### src/hdl/rcs_udiv.sv
// ----------------------------------------------------------------------------
// rcs_udiv
// Pipelined restoring unsigned divider, two quotient bits per stage.
// ----------------------------------------------------------------------------
module rcs_udiv #(
    parameter int NW = 28,
    parameter int DW = 32
) (
    input  logic          clk,
    input  logic          en,
    input  logic [NW-1:0] num,
    input  logic [DW-1:0] den,
    output logic [NW-1:0] quo
);

    localparam int S  = (NW + 1) / 2;
    localparam int PW = 2 * S;

    logic [DW-1:0] rem_reg [S];
    logic [PW-1:0] num_reg [S];
    logic [PW-1:0] quo_reg [S];
    logic [DW-1:0] den_reg [S];

    function automatic logic [DW:0] div_step(input logic [DW-1:0] r, input logic b,
                                             input logic [DW-1:0] d);
        logic [DW:0] r2;
        logic [DW:0] diff;
        logic        ge;
        r2   = {r, b};
        ge   = (r2 >= {1'b0, d});
        diff = r2 - {1'b0, d};
        return ge ? {1'b1, diff[DW-1:0]} : {1'b0, r2[DW-1:0]};
    endfunction

    genvar g;
    generate
        for (g = 0; g < S; g++)
        begin : g_stage
            logic [DW-1:0] rem_in;
            logic [PW-1:0] num_in;
            logic [PW-1:0] quo_in;
            logic [DW-1:0] den_in;
            logic [DW:0]   s1;
            logic [DW:0]   s2;

            if (g == 0)
            begin : g_first
                assign rem_in = '0;
                assign num_in = PW'(num);
                assign quo_in = '0;
                assign den_in = den;
            end
            else
            begin : g_next
                assign rem_in = rem_reg[g-1];
                assign num_in = num_reg[g-1];
                assign quo_in = quo_reg[g-1];
                assign den_in = den_reg[g-1];
            end

            assign s1 = div_step(rem_in, num_in[PW-1], den_in);
            assign s2 = div_step(s1[DW-1:0], num_in[PW-2], den_in);

            always_ff @(posedge clk)
            begin
                if (en)
                begin
                    rem_reg[g] <= s2[DW-1:0];
                    num_reg[g] <= num_in << 2;
                    quo_reg[g] <= {quo_in[PW-3:0], s1[DW], s2[DW]};
                    den_reg[g] <= den_in;
                end
            end
        end
    endgenerate

    assign quo = quo_reg[S-1][NW-1:0];

endmodule

### config.mk
export PLATFORM = sky130hd
export DESIGN_NAME = rcs_udiv
export DESIGN_NICKNAME = d
export VERILOG_FILES = /design/src/hdl/rcs_udiv.sv
export SDC_FILE = /design/constraint.sdc
export NUM_CORES = 2
export LEC_CHECK = 0
export BUFFER_PORTS_ARGS = -buffer_cell sky130_fd_sc_hd__buf_2
export CAP_MARGIN = 20
export CORE_ASPECT_RATIO = 0.5
export CORE_MARGIN = 8
export CORE_UTILIZATION = 30
export CTS_CLUSTER_DIAMETER = 60
export CTS_CLUSTER_SIZE = 30
export DETAILED_ROUTE_END_ITERATION = 6
export PLACE_DENSITY = 0.49
export SYNTH_ARGS = -nofsm -noshare
export SYNTH_HDL_FRONTEND = slang
export SYNTH_SLANG_ARGS = --single-unit
### constraint.sdc
create_clock -name clk -period 12.73 [get_ports clk]
set_input_delay 2.546 -clock clk [delete_from_list [all_inputs] [get_ports clk]]
set_output_delay 2.546 -clock clk [all_outputs]
set_load 0.03 [all_outputs]
==> results.tsv <==
metric	value	unit
crit path to	rem_reg[1][41]$_DFFE_PP_	
CTS Buf Count	103	
Final Util	0.333	
minimum clock period	7.90	ns
DRC viols	0	
Die ar.	0.311	sq mm
crit-path max cell delay	0.69	ns
diodes inserted	0	
average cell area after synthesis	10.3	sq um
Arr. time, crit path	8.38	ns
Worst Setup Start Kind	flip-flop	
worst hold path type	reg -> reg	
gr usage total	0.130	
# rows	140	
post-synth net total	9505	
Die Y	398	microns
WP buf/inv	3	
Die Width	781	microns
Worst-path clk slew	0.10	ns
CP max FO	43	
critical path depth	26	
Yosys Warn Count	0	
Final Hold Fails	0	
initial cell density of the core	0.301	
Crit path max-delay family	compound AO/OA/AOI/OAI gates	
drt via density	4.89	
Yosys cell types	102	
Worst setup EP type	flip-flop	
Max-slew headroom	0.302	
TritonCTS clock tree	done	
GP Congestion	0.888	
ys async rst share	0	
critical hold path startpoint	quo_reg[1][5]$_DFFE_PP_	
DR iter-0 viols	3110	
setup bufs post-CTS	0	
worst skew pair latency	0.78	ns
GRT overflow	0	
first-pass GRT wire length	332000	microns
Slew Limit Fails	0	
status	finished, final reports clean	
Primary FF master, synth	edfxtp_1	
Finished Cell Area	0.0968	sq mm
nets	9574	
DP HPWL	167000	microns
Max-cap violations	0	
final number of setup-violating endpoints	0	
CP max stage cell	a221oi_1	
first-pass iteration count of the detailed router	5	
sequential area share after synthesis	0.419	
setup_tns	0	ns
Clock Skew	0.0552	ns
worst r2r src	den_reg[2][1]$_DFFE_PP_	
Buffers on Ports	89	
critical path class	reg -> reg	
R2R cell count	26	
worst r2r dst	rem_reg[1][41]$_DFFE_PP_	
Final period util	0.621	
via count	61700	
Clock Tree Buf Depth	3	
PostCTS Resize Cnt	0	
Max Clk Rate	127	MHz
FF+latch count, synth	1224	
Worst Setup SP	den_reg[2][1]$_DFFE_PP_	
CP Data Required Time	13.21	ns
hold buffers post-CTS	0	
most common cell after layout, fill and taps aside	edfxtp_1	
actual slew at the worst max-slew pin	1.05	ns
DRT antenna net count	0	
synthesis-to-finish area growth	10.4	%
Sink Count	1224	
Post-DP Area	0.0928	sq mm
vias in the first global route	61100	
Reg2Reg Setup Slack	4.83	ns
share of layout cells above drive strength 1	0.0967	
initial antenna violation count	0	
RSZ-0062 raised after global routing	no	
CTS Root Cell	clkbuf_16	
commonest non-fill, non-tap cells in the layout	1224 x edfxtp_1, 866 x ha_1, 753 x a21oi_1, 696 x inv_1, 575 x o21ai_0	
Synth Instances	8551	
Post-synth EDFFs	1224	
Top Ports	90	
WL final	212000	microns
CTS H-tree depth	3	
Routed WL per cell	16.8	microns
core area	0.291	sq mm
Post-Syn Area	0.0877	sq mm
pin count of the biggest net entering global routing	183	
cells in the mapped netlist (all sizes together) (16+ instances only):
| library cell | n | area share |
|---|---|---|
| edfxtp | 1224 | 0.42 |
| ha | 866 | 0.12 |
| a21oi | 757 | 0.043 |
| inv | 697 | 0.030 |
| o21ai | 594 | 0.034 |
| nand2 | 572 | 0.024 |
| xnor2 | 502 | 0.050 |
| nor2 | 492 | 0.021 |
| a21o | 434 | 0.037 |
| mux2 | 432 | 0.055 |
| xor2 | 199 | 0.020 |
| nand3 | 152 | 0.0087 |
| nand4 | 124 | 0.0088 |
| clkbuf | 114 | 0.0049 |
| o21bai | 105 | 0.0090 |
| nor3 | 100 | 0.0058 |
| nand2b | 99 | 0.0071 |
| o21a | 98 | 0.0084 |
| nor2b | 83 | 0.0059 |
| a31oi | 80 | 0.0059 |
| a211oi | 71 | 0.0063 |
| and3 | 69 | 0.0049 |
| buf | 62 | 0.0040 |
| o31ai | 59 | 0.0054 |
| and2 | 57 | 0.0041 |
| nor4 | 40 | 0.0029 |
| or3 | 34 | 0.0024 |
| a21boi | 30 | 0.0026 |
| or2 | 27 | 0.0019 |
| fa | 26 | 0.0059 |
| o211ai | 22 | 0.0019 |
| and4 | 21 | 0.0021 |
| a211o | 20 | 0.0020 |
| mux2i | 20 | 0.0023 |
| a221o | 19 | 0.0022 |
| a221oi | 19 | 0.0020 |
| a31o | 19 | 0.0019 |
| a41oi | 16 | 0.0019 |
layer usage:
metal	wire (microns)	vias to the layer above	GRT usage
li1	-	31800	-
met1	99300	28800	0.168
met2	98900	757	0.224
met3	5010	296	0.0147
met4	8510	0	0.0485
met5	0	-	0
cell families after synthesis:
| family | share of synthesized area |
|---|---|
| adders and majority gates | 0.130 |
| AOI/OAI and AO/OA | 0.181 |
| DFF | 0.419 |
| and+or+nand+nor | 0.104 |
| xor gates and xnor gates | 0.0700 |
| buffers and inverters | 0.0388 |
| muxes | 0.0578 |
worst register-to-register path: stages, from the launching register on:
cell       delay [ns]
edfxtp_1         0.39
inv_1            0.19
ha_1             0.28
nor2b_1          0.15
o2111ai_1        0.22
o211ai_1         0.20
a21oi_1          0.36
a21oi_1          0.16
o21bai_1         0.27
nand2_1          0.23
a31oi_1          0.29
o21a_1           0.41
buf_4            0.46
o21ai_0          0.28
ha_1             0.38
o21a_1           0.21
o21ai_0          0.26
nor2_1           0.07
a221oi_1         0.69
o21ai_1          0.32
a211oi_1         0.42
nor2b_1          0.09
o21a_1           0.18
o21ai_0          0.28
o2111ai_4        0.31
buf_16           0.26
mux2_2           0.31
final cells by class:
class	instances	area [sq um]
clock inverters	88	1380
repair buffers	140	933
well taps	3905	4890
flip-flops and latches	1224	36800
clock buffers	107	2590
fillers	29400	194000
multi-input cells	6453	47700
inverters	698	2620
worst min path at each step:
stage | slack (ns) | depth (start not counted) | endpoint
finish | 0.38 | 0 | quo_reg[1][35]$_DFFE_PP_
global route | 0.38 | 0 | quo_reg[1][35]$_DFFE_PP_
floorplan | 0.40 | 0 | num_reg[0][100]$_DFFE_PP_
CTS | 0.37 | 0 | quo_reg[1][35]$_DFFE_PP_
detailed placement | 0.40 | 0 | num_reg[0][45]$_DFFE_PP_
global placement | 0.40 | 0 | num_reg[1][77]$_DFFE_PP_
per-stage QoR:
| step | hold slack [ns] | setup slack (ns) | cells |
|---|---|---|---|
| global placement | 0.401 | 4.24 | 12400 |
| finish | 0.377 | 4.83 | 12600 |
| detailed placement | 0.405 | 4.22 | 12400 |
| global route | 0.379 | 4.28 | 12600 |
| CTS | 0.366 | 4.50 | 12600 |
| floorplan | 0.400 | 5.69 | 8551 |
Power is not shown: default switching activity piles up to over one toggle a cycle in this logic, so the estimate is an artifact.
