[src/hdl/rcs_pkg.sv]
// ----------------------------------------------------------------------------
// rcs_pkg
// Shared constants and types of the raycaster column setup pipeline.
// ----------------------------------------------------------------------------
package rcs_pkg;

    localparam int TEX_SIZE_DEF = 64;
    localparam int H_W          = 12;
    localparam int Q_W          = 32;
    localparam int LH_W         = 16;
    localparam int HALF_LH_W    = 15;
    localparam int COL_W        = 6;

    localparam logic [H_W-1:0] H_RESET = 12'd480;

    typedef struct packed {
        logic [LH_W-1:0]      line_height;
        logic [H_W-1:0]       draw_start;
        logic [H_W-1:0]       draw_end;
        logic [HALF_LH_W-1:0] start_ofs;
        logic                 degenerate;
    } slice_t;

endpackage

[src/hdl/rcs_wall.sv]
// ----------------------------------------------------------------------------
// rcs_wall
// Wall hit fraction and mirrored texture column, two register stages.
// ----------------------------------------------------------------------------
module rcs_wall #(
    parameter int TEX_SIZE = rcs_pkg::TEX_SIZE_DEF
) (
    input  logic                      clk,
    input  logic                      en,
    input  logic                      hit_side,
    input  logic [31:0]               pos_x,
    input  logic [31:0]               pos_y,
    input  logic [31:0]               ray_dir_x,
    input  logic [31:0]               ray_dir_y,
    input  logic [31:0]               perp_dist,
    output logic [rcs_pkg::COL_W-1:0] tex_col
);

    localparam int TW = $clog2(TEX_SIZE + 1);
    localparam logic [TW-1:0] TEX_V   = TW'(TEX_SIZE);
    localparam logic [TW-1:0] TEX_MAX = TW'(TEX_SIZE - 1);

    logic [31:0] dir;
    logic        neg;
    logic [31:0] mag;
    logic [63:0] prod_full;
    logic        mirror;

    logic [31:0] prod_reg;
    logic        neg_reg;
    logic [15:0] pos_reg;
    logic        mirror_reg;

    logic [31:0]               prod_s;
    logic [31:0]               wall;
    logic [16+TW-1:0]          col_prod;
    logic [TW-1:0]             col_full;
    logic [TW-1:0]             col_sel;
    logic [TW+5:0]             col_ext;
    logic [rcs_pkg::COL_W-1:0] col_reg;

    assign dir       = hit_side ? ray_dir_x : ray_dir_y;
    assign neg       = dir[31];
    assign mag       = neg ? (~dir + 32'd1) : dir;
    assign prod_full = 64'(perp_dist) * 64'(mag);
    assign mirror    = hit_side ? ray_dir_y[31]
                                : (!ray_dir_x[31] && (ray_dir_x != 32'd0));

    always_ff @(posedge clk)
    begin
        if (en)
        begin
            prod_reg   <= prod_full[31:0];
            neg_reg    <= neg;
            pos_reg    <= hit_side ? pos_x[15:0] : pos_y[15:0];
            mirror_reg <= mirror;
        end
    end

    assign prod_s   = neg_reg ? (~prod_reg + 32'd1) : prod_reg;
    assign wall     = {pos_reg, 16'd0} + prod_s;
    assign col_prod = (16+TW)'(wall[31:16]) * (16+TW)'(TEX_V);
    assign col_full = col_prod[16+TW-1:16];
    assign col_sel  = mirror_reg ? (TEX_MAX - col_full) : col_full;
    assign col_ext  = {6'd0, col_sel};

    always_ff @(posedge clk)
    begin
        if (en)
        begin
            col_reg <= col_ext[rcs_pkg::COL_W-1:0];
        end
    end

    assign tex_col = col_reg;

endmodule

[config.mk]
export PLATFORM = sky130hd
export DESIGN_NAME = rcs_wall
export DESIGN_NICKNAME = d
export VERILOG_FILES = /design/src/hdl/rcs_pkg.sv /design/src/hdl/rcs_wall.sv
export SDC_FILE = /design/constraint.sdc
export NUM_CORES = 1
export LEC_CHECK = 0
export BUFFER_PORTS_ARGS = -buffer_cell sky130_fd_sc_hd__clkbuf_2
export CORE_MARGIN = 2
export CORE_UTILIZATION = 50
export DETAILED_ROUTE_END_ITERATION = 12
export PLACE_DENSITY_LB_ADDON = 0.2
export SYNTH_ARGS = -nofsm -noshare
export SYNTH_HDL_FRONTEND = slang
export SYNTH_SLANG_ARGS = --single-unit
[constraint.sdc]
create_clock -name clk -period 11.5 [get_ports clk]
set_input_delay 0.575 -clock clk [delete_from_list [all_inputs] [get_ports clk]]
set_output_delay 0.575 -clock clk [all_outputs]
set_load 0.02 [all_outputs]
==> results of run 1 <==
## synth_stat cells (8+ instances only)
master,instances,area (um2)
edfxtp_1,56,1680
nor2_1,36,135
and2_1,246,1540
nor4_1,12,75.1
ha_1,138,1730
o21ai_0,21,105
clkbuf_1,82,308
a21oi_1,38,190
mux2_2,18,203
fa_1,408,8170
nor3_1,16,80.1
xor2_1,26,228
mux2i_1,29,290
nand2_1,292,1100
inv_1,446,1670
xnor2_1,107,937
o31ai_1,8,60.1
a21o_1,14,105
## stage by stage
step                setup WS, ps  area, um2  hold WS, ps
CTS                          864      21100          557
floorplan                    846      19700          687
global route                 333      21100          563
detailed placement           588      20900          755
finish                       848      21100          565
global placement             788      20900          731
## critical path, delay by kind of cell
family,cells,cell delay [ps]
simple gates,2,750
mux,1,240
buf+inv,7,1040
xor+xnor,12,3560
fa+ha+maj,9,4170
compound gates,2,360
## area by class of cell
type / instances / area [um2]
Fill cell: 3542 / 17800
Multi-Input combinational cell: 1523 / 16000
Sequential cell: 56 / 1680
Inverter: 446 / 1670
Timing Repair Buffer: 166 / 908
Tap cell: 518 / 648
Clock buffer: 5 / 125
Clock inverter: 3 / 25.0
## cell families after synthesis
| logic type | share of synthesized area |
|---|---|
| fa+ha+maj | 0.501 |
| simple gates | 0.168 |
| buf+inv | 0.106 |
| compound gates | 0.0458 |
| mux | 0.0274 |
| flops | 0.0852 |
| xor+xnor | 0.0664 |
## routing by layer
layer  track usage  wire length (um)  up-vias
met3        0.0247              2990       80
met5             0                 0        -
met1         0.338             20800     7384
met2         0.451             24500      474
met4        0.0712              1260        0
li1              -                 -     6524
## cell usage in the layout, fill, tap and decap left out, types with 36 or more instances in the layout
cell,instances
inv_1,446
nand2_1,292
fa_1,408
edfxtp_1,56
clkbuf_2,135
xnor2_1,106
ha_1,138
a21oi_1,37
and2_1,246
nor2_1,36
## worst max path at each step
stage / endpoint / cells past startpoint
2_1_floorplan: prod_reg[31]$_DFFE_PP_ / 42
3_3_place_gp: prod_reg[31]$_DFFE_PP_ / 33
3_5_place_dp: prod_reg[31]$_DFFE_PP_ / 33
4_1_cts: prod_reg[31]$_DFFE_PP_ / 33
5_1_grt: prod_reg[31]$_DFFE_PP_ / 33
6_report: prod_reg[31]$_DFFE_PP_ / 33
==> metrics.cfg, run 1 <==
[clock_tree]
max-clock-path-buffers = 2
clock-root-buffer = clkbuf_16
cts_tree = yes
post-cts-setup-buffers = 0
worstSkewPairLatency_ps = 310
htree_levels = 2
cts_hold_buf = 0
cts_resized = 0
cts.clk_slew.worst_paths_ps = 80
clock-sinks = 56
cts_buffers = 5

[detailed_routing]
wl_per_cell_um = 18.3
drt_iter0_markers = 808
drt-total-wl_um = 49600
antenna_left = 0
detail_route.vias_per_cell = 5.32
vias = 14462
drc = 0
dr.pass1.iters = 7

[grt]
grt_pass1_wl_um = 82200
first_global_vias = 15735
grt_overflow = 0
antenna_found_initial = 1
grt_start_max_net_pins = 57
grtUsageTotal = 0.256

[layout]
largest_reg_flops = 32
layout.nets = 2907
area.growth.synth_to_final_pct = 6.64
num_antenna_cells = 0
utilization = 0.542
drive_above_1_share = 0.101
final_cells = 2717

[critical_path]
cpPeakStageDelay_ps = 840
slowest_stage = xnor2_1
rrSetupSlack_ps = 6900
startpoint = hit_side
r2r-end = tex_col[5]$_DFFE_PP_
path_max_fanout = 34
crit_top_cell = fa_1
cp-start-kind = input port
setup.worst_path.end_class = flip-flop
critical_path_class = in2reg
required_ps = 11580
timing.rr.start = prod_reg[5]$_DFFE_PP_
reg2reg_depth = 15
cp.arrival_ps = 10730

[hold_path]
hold_path_end = pos_reg[14]$_DFFE_PP_
hold_class = in2reg
hold_path_startpoint = pos_x[14]
hold_depth = 2

[place]
place_hpwl_um = 39800
dp.cells = 2709
gp_congestion = 0.895
portBuffers = 136

[yosys]
netlist_area_um2 = 19700
syn-instance-count = 2122
synthesis.nets = 2831
synth.distinct_cells = 67
synth_edf_count = 56
synthFlopType = edfxtp_1
synthArstFlopShare = 0
ys_ff_latch = 56
ys_warn_count = 0
synth.avg_cell_area_um2 = 9.30
ys_seq_area_frac = 0.0852

[sta]
tightest_slew_ps = 1100
maxSlewViolCount = 0
max_freq_mhz = 93.9
rsz0062_at_grt = no
clock_skew_ps = 6.51
min_period_ps = 10650
hold_viol_final = 0
final-setup-viol-count = 0
timing.setup.tns_ps = 0
period_share = 0.926
relSlewSlack = 0.261

[die]
die-area_um2 = 41100
pin_count = 169
coreArea_um2 = 38800
start_util = 0.508
chipWidth_um = 203
rows = 72
fp.dieH_um = 203

[run_status]
outcome = finished clean

[flow_run]
cap_violations = 0

Power of run 1 is left out: the tool's default activity adds up to more than one toggle a clock period on the data nets, which glitch-free logic cannot reach.
==> run 2, diff against run 1 <==
--- a/config.mk
+++ b/config.mk
@@ -5,6 +5,7 @@
 export SDC_FILE = /design/constraint.sdc
 export NUM_CORES = 1
 export LEC_CHECK = 0
+export ABC_AREA = 1
 export BUFFER_PORTS_ARGS = -buffer_cell sky130_fd_sc_hd__clkbuf_2
 export CORE_MARGIN = 2
 export CORE_UTILIZATION = 50
==> constraint.sdc (replaced) <==
create_clock -name clk -period 12.7 [get_ports clk]
set_input_delay 0.635 -clock clk [delete_from_list [all_inputs] [get_ports clk]]
set_output_delay 0.635 -clock clk [all_outputs]
set_load 0.02 [all_outputs]
==> run 2 against run 1 <==
- synthesized area is 3.2% higher
- via count is 20% higher
- flip-flop and latch count stayed put
- core utilization is 0.30 points lower
==> metrics.cfg, run 2 <==
[run_status]
outcome = finished clean

[yosys]
ys_seq_area_frac = 0.0825  ; -0.00267
synth_xor_area_frac = 0.0279  ; -0.0384
synth_top_area_frac = 0.401  ; -0.0130
ys_warn_count = 0  ; unchanged
syn-instance-count = 2718  ; +28%
ys_ff_latch = 56  ; unchanged
synthAdderAreaFrac = 0.486  ; -0.0157
synth_largest_area_cell = fa_1
synth_compound_area_frac = 0.0249  ; -0.0208
synth.avg_cell_area_um2 = 7.50  ; -19%
netlist_area_um2 = 20400  ; +3.2%
synthFlopType = edfxtp_1
muxShareOfSynthArea = 0  ; -0.0274
synthTopCellsByArea = fa_1, nand2_1, inv_1
synth_edf_count = 56  ; unchanged
synth_common_cells = nand2_1, inv_1, fa_1
post-synth-top-count-cell = nand2_1
yosys.area_share.simple = 0.240  ; +0.0725
synthArstFlopShare = 0  ; unchanged
synth.distinct_cells = 40  ; -40%
synth_top_family_by_area = adder cells
synthesis.nets = 3427  ; +21%

[sta]
clock_skew_ps = 5.21  ; -1.29 ps
final-setup-viol-count = 0  ; unchanged
relSlewSlack = 0.339  ; +0.0777
min_period_ps = 10300
period_share = 0.811
maxSlewViolCount = 0  ; unchanged
hold_viol_final = 0  ; unchanged
tightest_slew_ps = 990  ; -114 ps
max_freq_mhz = 97.1
rsz0062_at_grt = no
timing.setup.tns_ps = 0  ; unchanged

[clock_tree]
cts_tree = yes
cts_hold_buf = 0  ; unchanged
worstSkewPairLatency_ps = 290  ; -20 ps
cts.clk_slew.worst_paths_ps = 70  ; about the same
max-clock-path-buffers = 2  ; unchanged
htree_levels = 2  ; unchanged
cts_resized = 0  ; unchanged
clock-sinks = 56  ; unchanged
post-cts-setup-buffers = 0  ; unchanged
clock-root-buffer = clkbuf_16
cts_buffers = 5  ; unchanged

[critical_path]
cp.arrival_ps = 10420  ; -310 ps
rrSetupSlack_ps = 8880  ; +1980 ps
r2r-end = tex_col[5]$_DFFE_PP_
critical_path_class = in2reg
crit_top_cell = fa_1
cpPeakStageDelay_ps = 760  ; -80 ps
required_ps = 12820  ; +1240 ps
cp-start-kind = input port
path_max_fanout = 72  ; +110%
crit_end = prod_reg[29]$_DFFE_PP_
startpoint = hit_side
reg2reg_depth = 25  ; +10
setup.worst_path.end_class = flip-flop
slowest_stage = nand2_1
timing.rr.start = prod_reg[0]$_DFFE_PP_

[place]
dpl_cell_area_um2 = 21400  ; +2.5%
place_hpwl_um = 52300  ; +32%
portBuffers = 136  ; unchanged
gp_congestion = 0.940  ; +5.0%

[layout]
area.growth.synth_to_final_pct = 5.85
seqCellArea_um2 = 1680  ; unchanged
layout_common_cells = nand2_1, inv_1, fa_1
final_common_cell = nand2_1
layout.nets = 3500  ; +20%
final_area_um2 = 21600  ; +2.5%
drive_above_1_share = 0.0655  ; -0.0350
largest_reg_flops = 32  ; unchanged
num_antenna_cells = 0  ; unchanged
multi_input_area_um2 = 15900  ; -0.65%
fillerInstances = 3950  ; +12%

[detailed_routing]
wl_per_cell_um = 18.7  ; +2.6%
detail_route.vias_per_cell = 5.23  ; -1.7%
dr.pass1.iters = 5  ; -2
vias = 17357  ; +20%
drc = 0  ; unchanged
drt-total-wl_um = 62200  ; +25%
antenna_left = 0  ; unchanged
drt_iter0_markers = 1006  ; +25%

[die]
pin_count = 169  ; unchanged
start_util = 0.509  ; +0.00100
coreArea_um2 = 40000  ; +3.0%
rows = 73  ; +1.4%
die-area_um2 = 42400  ; +3.2%
fp.dieH_um = 206  ; +1.6%
chipWidth_um = 206  ; +1.6%

[grt]
grtUsageTotal = 0.309  ; +0.0531
first_global_vias = 18434  ; +17%
antenna_found_initial = 0  ; -1
grt_start_max_net_pins = 73  ; +28%
grt_pass1_wl_um = 99100  ; +21%
grt_overflow = 0  ; unchanged

[flow_run]
cap_violations = 0  ; unchanged

[hold_path]
hold_class = in2reg

run 2: worst max-delay path, delay by kind of cell:
family	cells	cell delay (ps)
adder cells (fa/ha/maj)	9	4300
AO/OA/AOI/OAI	4	960
AND/OR/NAND/NOR	11	2730
XOR/XNOR	1	200
buffers and inverters	6	1570
run 2: worst min-delay path by stage:
stage | start | endpoint | slack (ps) | cells past startpoint
2_1_floorplan | pos_reg[14]$_DFFE_PP_ | tex_col[5]$_DFFE_PP_ | 720 | 5
3_3_place_gp | pos_reg[14]$_DFFE_PP_ | tex_col[5]$_DFFE_PP_ | 750 | 5
3_5_place_dp | pos_reg[14]$_DFFE_PP_ | tex_col[5]$_DFFE_PP_ | 760 | 5
4_1_cts | pos_y[8] | pos_reg[8]$_DFFE_PP_ | 600 | 3
5_1_grt | pos_y[15] | pos_reg[15]$_DFFE_PP_ | 610 | 3
6_report | pos_y[8] | pos_reg[8]$_DFFE_PP_ | 600 | 3
run 2: layout make-up:
cell class	count	area share
multi-input combinational	1930	0.736
inverter	652	0.114
sequential	56	0.0780
timing repair buffer	146	0.0350
tap	525	0.0305
clock buffer	5	0.00580
clock inverter	3	0.000812
run 2: per-layer routing:
layer / GRT usage / up-vias / routed length (um)
li1: - / 8084 / -
met1: 0.383 / 8526 / 24600
met2: 0.549 / 628 / 30900
met3: 0.0453 / 119 / 4010
met4: 0.111 / 0 / 2690
met5: 0 / - / 0
run 2: logic make-up (layout without fill, tap and decap cells):
family,count (synthesis),after routing
buffers and inverters,732,806
AND/OR/NAND/NOR,1225,1225
AO/OA/AOI/OAI,94,94
XOR/XNOR,65,65
flip-flops,56,56
adder cells (fa/ha/maj),546,546
run 2: per-stage QoR:
step	hold WS, ps	util	cells	setup slack, ps
4_1_cts	601	0.539	3317	2490
2_1_floorplan	716	-	2718	4490
6_report	601	0.539	3317	2400
3_5_place_dp	756	0.536	3309	2200
3_3_place_gp	748	0.536	3309	2400
5_1_grt	608	0.539	3317	1980
Power of run 2 is left out for the same reason.
==> run 3, diff against run 2 <==
--- a/config.mk
+++ b/config.mk
@@ -5,7 +5,7 @@
 export SDC_FILE = /design/constraint.sdc
 export NUM_CORES = 1
 export LEC_CHECK = 0
-export ABC_AREA = 1
+export ABC_AREA = 0
 export BUFFER_PORTS_ARGS = -buffer_cell sky130_fd_sc_hd__clkbuf_2
 export CORE_MARGIN = 2
 export CORE_UTILIZATION = 50
==> constraint.sdc (replaced) <==
create_clock -name clk -period 8.25 [get_ports clk]
set_input_delay 0.4125 -clock clk [delete_from_list [all_inputs] [get_ports clk]]
set_output_delay 0.4125 -clock clk [all_outputs]
set_load 0.02 [all_outputs]
==> run 3 against run 2 <==
- cell area increased by 8.5%
- die area decreased by 3.1%
- worst hold slack got worse by 200 ps
- largest cell class unchanged
==> metrics.cfg, run 3 (same netlist as run 1, synthesis figures left out) <==
[layout]
layout_common_cells = inv_1, fa_1, nand2_1
layout.nets = 3132  ; -11%
largest_reg_flops = 32  ; unchanged
final_common_cell = inv_1
num_antenna_cells = 0  ; unchanged
area.growth.synth_to_final_pct = 18.6
drive_above_1_share = 0.205  ; +0.140

[sta]
max_freq_mhz = 122
period_share = 0.995
final-setup-viol-count = 0  ; unchanged
tightest_slew_ps = 761  ; -228 ps
clock_skew_ps = 17.0  ; +11.7 ps
hold_viol_final = 0  ; unchanged
setup_slack_ps = 40.9  ; -2360 ps
min_period_ps = 8210
whs_ps = 400  ; -201 ps
rsz0062_at_grt = yes
timing.setup.tns_ps = 0  ; unchanged
maxSlewViolCount = 0  ; unchanged
relSlewSlack = 0.492  ; +0.154

[detailed_routing]
drt_iter0_markers = 731  ; -27%
vias = 15174  ; -13%
met3_wirelength_um = 2780  ; -31%
drc = 0  ; unchanged
drt-total-wl_um = 53900  ; -13%
highest_layer = met4
dr.pass1.iters = 7  ; +2
wl_per_cell_um = 18.3  ; -2.3%
detail_route.vias_per_cell = 5.16  ; -1.4%
wl_met1_um = 22700  ; -7.5%
wl_met2_um = 26800  ; -13%
antenna_left = 0  ; unchanged

[clock_tree]
worstSkewPairLatency_ps = 320  ; +30 ps
cts_buffers = 5  ; unchanged
max-clock-path-buffers = 2  ; unchanged
clock-root-buffer = clkbuf_16
cts_tree = yes
htree_levels = 2  ; unchanged
cts.clk_slew.worst_paths_ps = 80  ; about the same
clock-sinks = 56  ; unchanged

[critical_path]
cp-start-kind = input port
cpPeakStageDelay_ps = 620  ; -140 ps
required_ps = 8290  ; -4530 ps
reg2reg_depth = 15  ; -40%
critical_path_class = in2reg
slowest_stage = fa_1
path_max_fanout = 14  ; -81%
setup.worst_path.end_class = flip-flop
cp.arrival_ps = 8250  ; -2170 ps

[grt]
grtUsageTotal = 0.275  ; -0.0338
grt_start_max_net_pins = 57  ; -22%
first_global_vias = 16645  ; -9.7%
grt_overflow = 0  ; unchanged
grt_pass1_wl_um = 87700  ; -12%
antenna_found_initial = 1  ; +1

[flow_run]
cap_violations = 0  ; unchanged

[hold_path]
hold_depth = 2  ; -1
hold_class = in2reg

[die]
rows = 72  ; -1.4%
fp.dieH_um = 203  ; -1.5%
coreArea_um2 = 38800  ; -2.9%
start_util = 0.508  ; -0.00100
pin_count = 169  ; unchanged
die-area_um2 = 41100  ; -3.1%
chipWidth_um = 203  ; -1.5%

[place]
pre_cts_ws_ps = -732  ; -2930 ps
place_hpwl_um = 45100  ; -14%
portBuffers = 136  ; unchanged
gp_congestion = 0.888  ; -5.6%

[run_status]
outcome = finished clean

[run 3: cell types whose count changed in the layout (fill, tap and decap cells not counted), moves of 79 or more]
cell,change
inv_1,-191
and2_1,+244
buf_4,+216
nor2_1,-292
nand2_1,-445
nand3_1,-101
xnor2_1,+79
[run 3: final timing paths]
| check | from | endpoint | slack, ps |
|---|---|---|---|
| worst max-delay path | hit_side | prod_reg[31]$_DFFE_PP_ | 40 |
| worst min-delay path | pos_x[6] | pos_reg[6]$_DFFE_PP_ | 400 |
| worst max register to register | prod_reg[5]$_DFFE_PP_ | tex_col[5]$_DFFE_PP_ | 3450 |
| worst min register to register | pos_reg[14]$_DFFE_PP_ | tex_col[5]$_DFFE_PP_ | 770 |
[run 3: stage by stage]
step / cells / utilization / cell area, um2
floorplan: 2122 / - / 19900
global placement: 2912 / 0.586 / 22800
detailed placement: 2912 / 0.586 / 22800
CTS: 2931 / 0.598 / 23200
global route: 2942 / 0.603 / 23400
finish: 2942 / 0.603 / 23400
[run 3: metal layers]
| metal | GRT usage | vias up |
|---|---|---|
| met5 | 0 | - |
| met4 | 0.0821 | 0 |
| met3 | 0.0263 | 85 |
| met2 | 0.488 | 429 |
| met1 | 0.359 | 7673 |
| li1 | - | 6987 |
[run 3: critical path: cells and delay by family]
family | cells | cell delay [ps]
adders and majority gates | 8 | 3750
xor gates and xnor gates | 12 | 2310
AOI/OAI and AO/OA | 1 | 360
and+or+nand+nor | 3 | 430
buffers and inverters | 8 | 950
[run 3: cell type report]
cell class	instances	area [um2]
Clock inverter	3	27.5
Timing Repair Buffer	391	2900
Tap cell	518	648
Sequential cell	56	1680
Fill cell	3413	15400
Clock buffer	5	125
Multi-Input combinational cell	1523	16300
Inverter	446	1680
[run 3: repair_timing]
action,in CTS,in global routing
hold buffers,0,0
setup endpoints to repair,3,4
resized for setup,38,29
pin swaps,18,43
setup buffers,12,11
Power of run 3 is left out for the same reason.
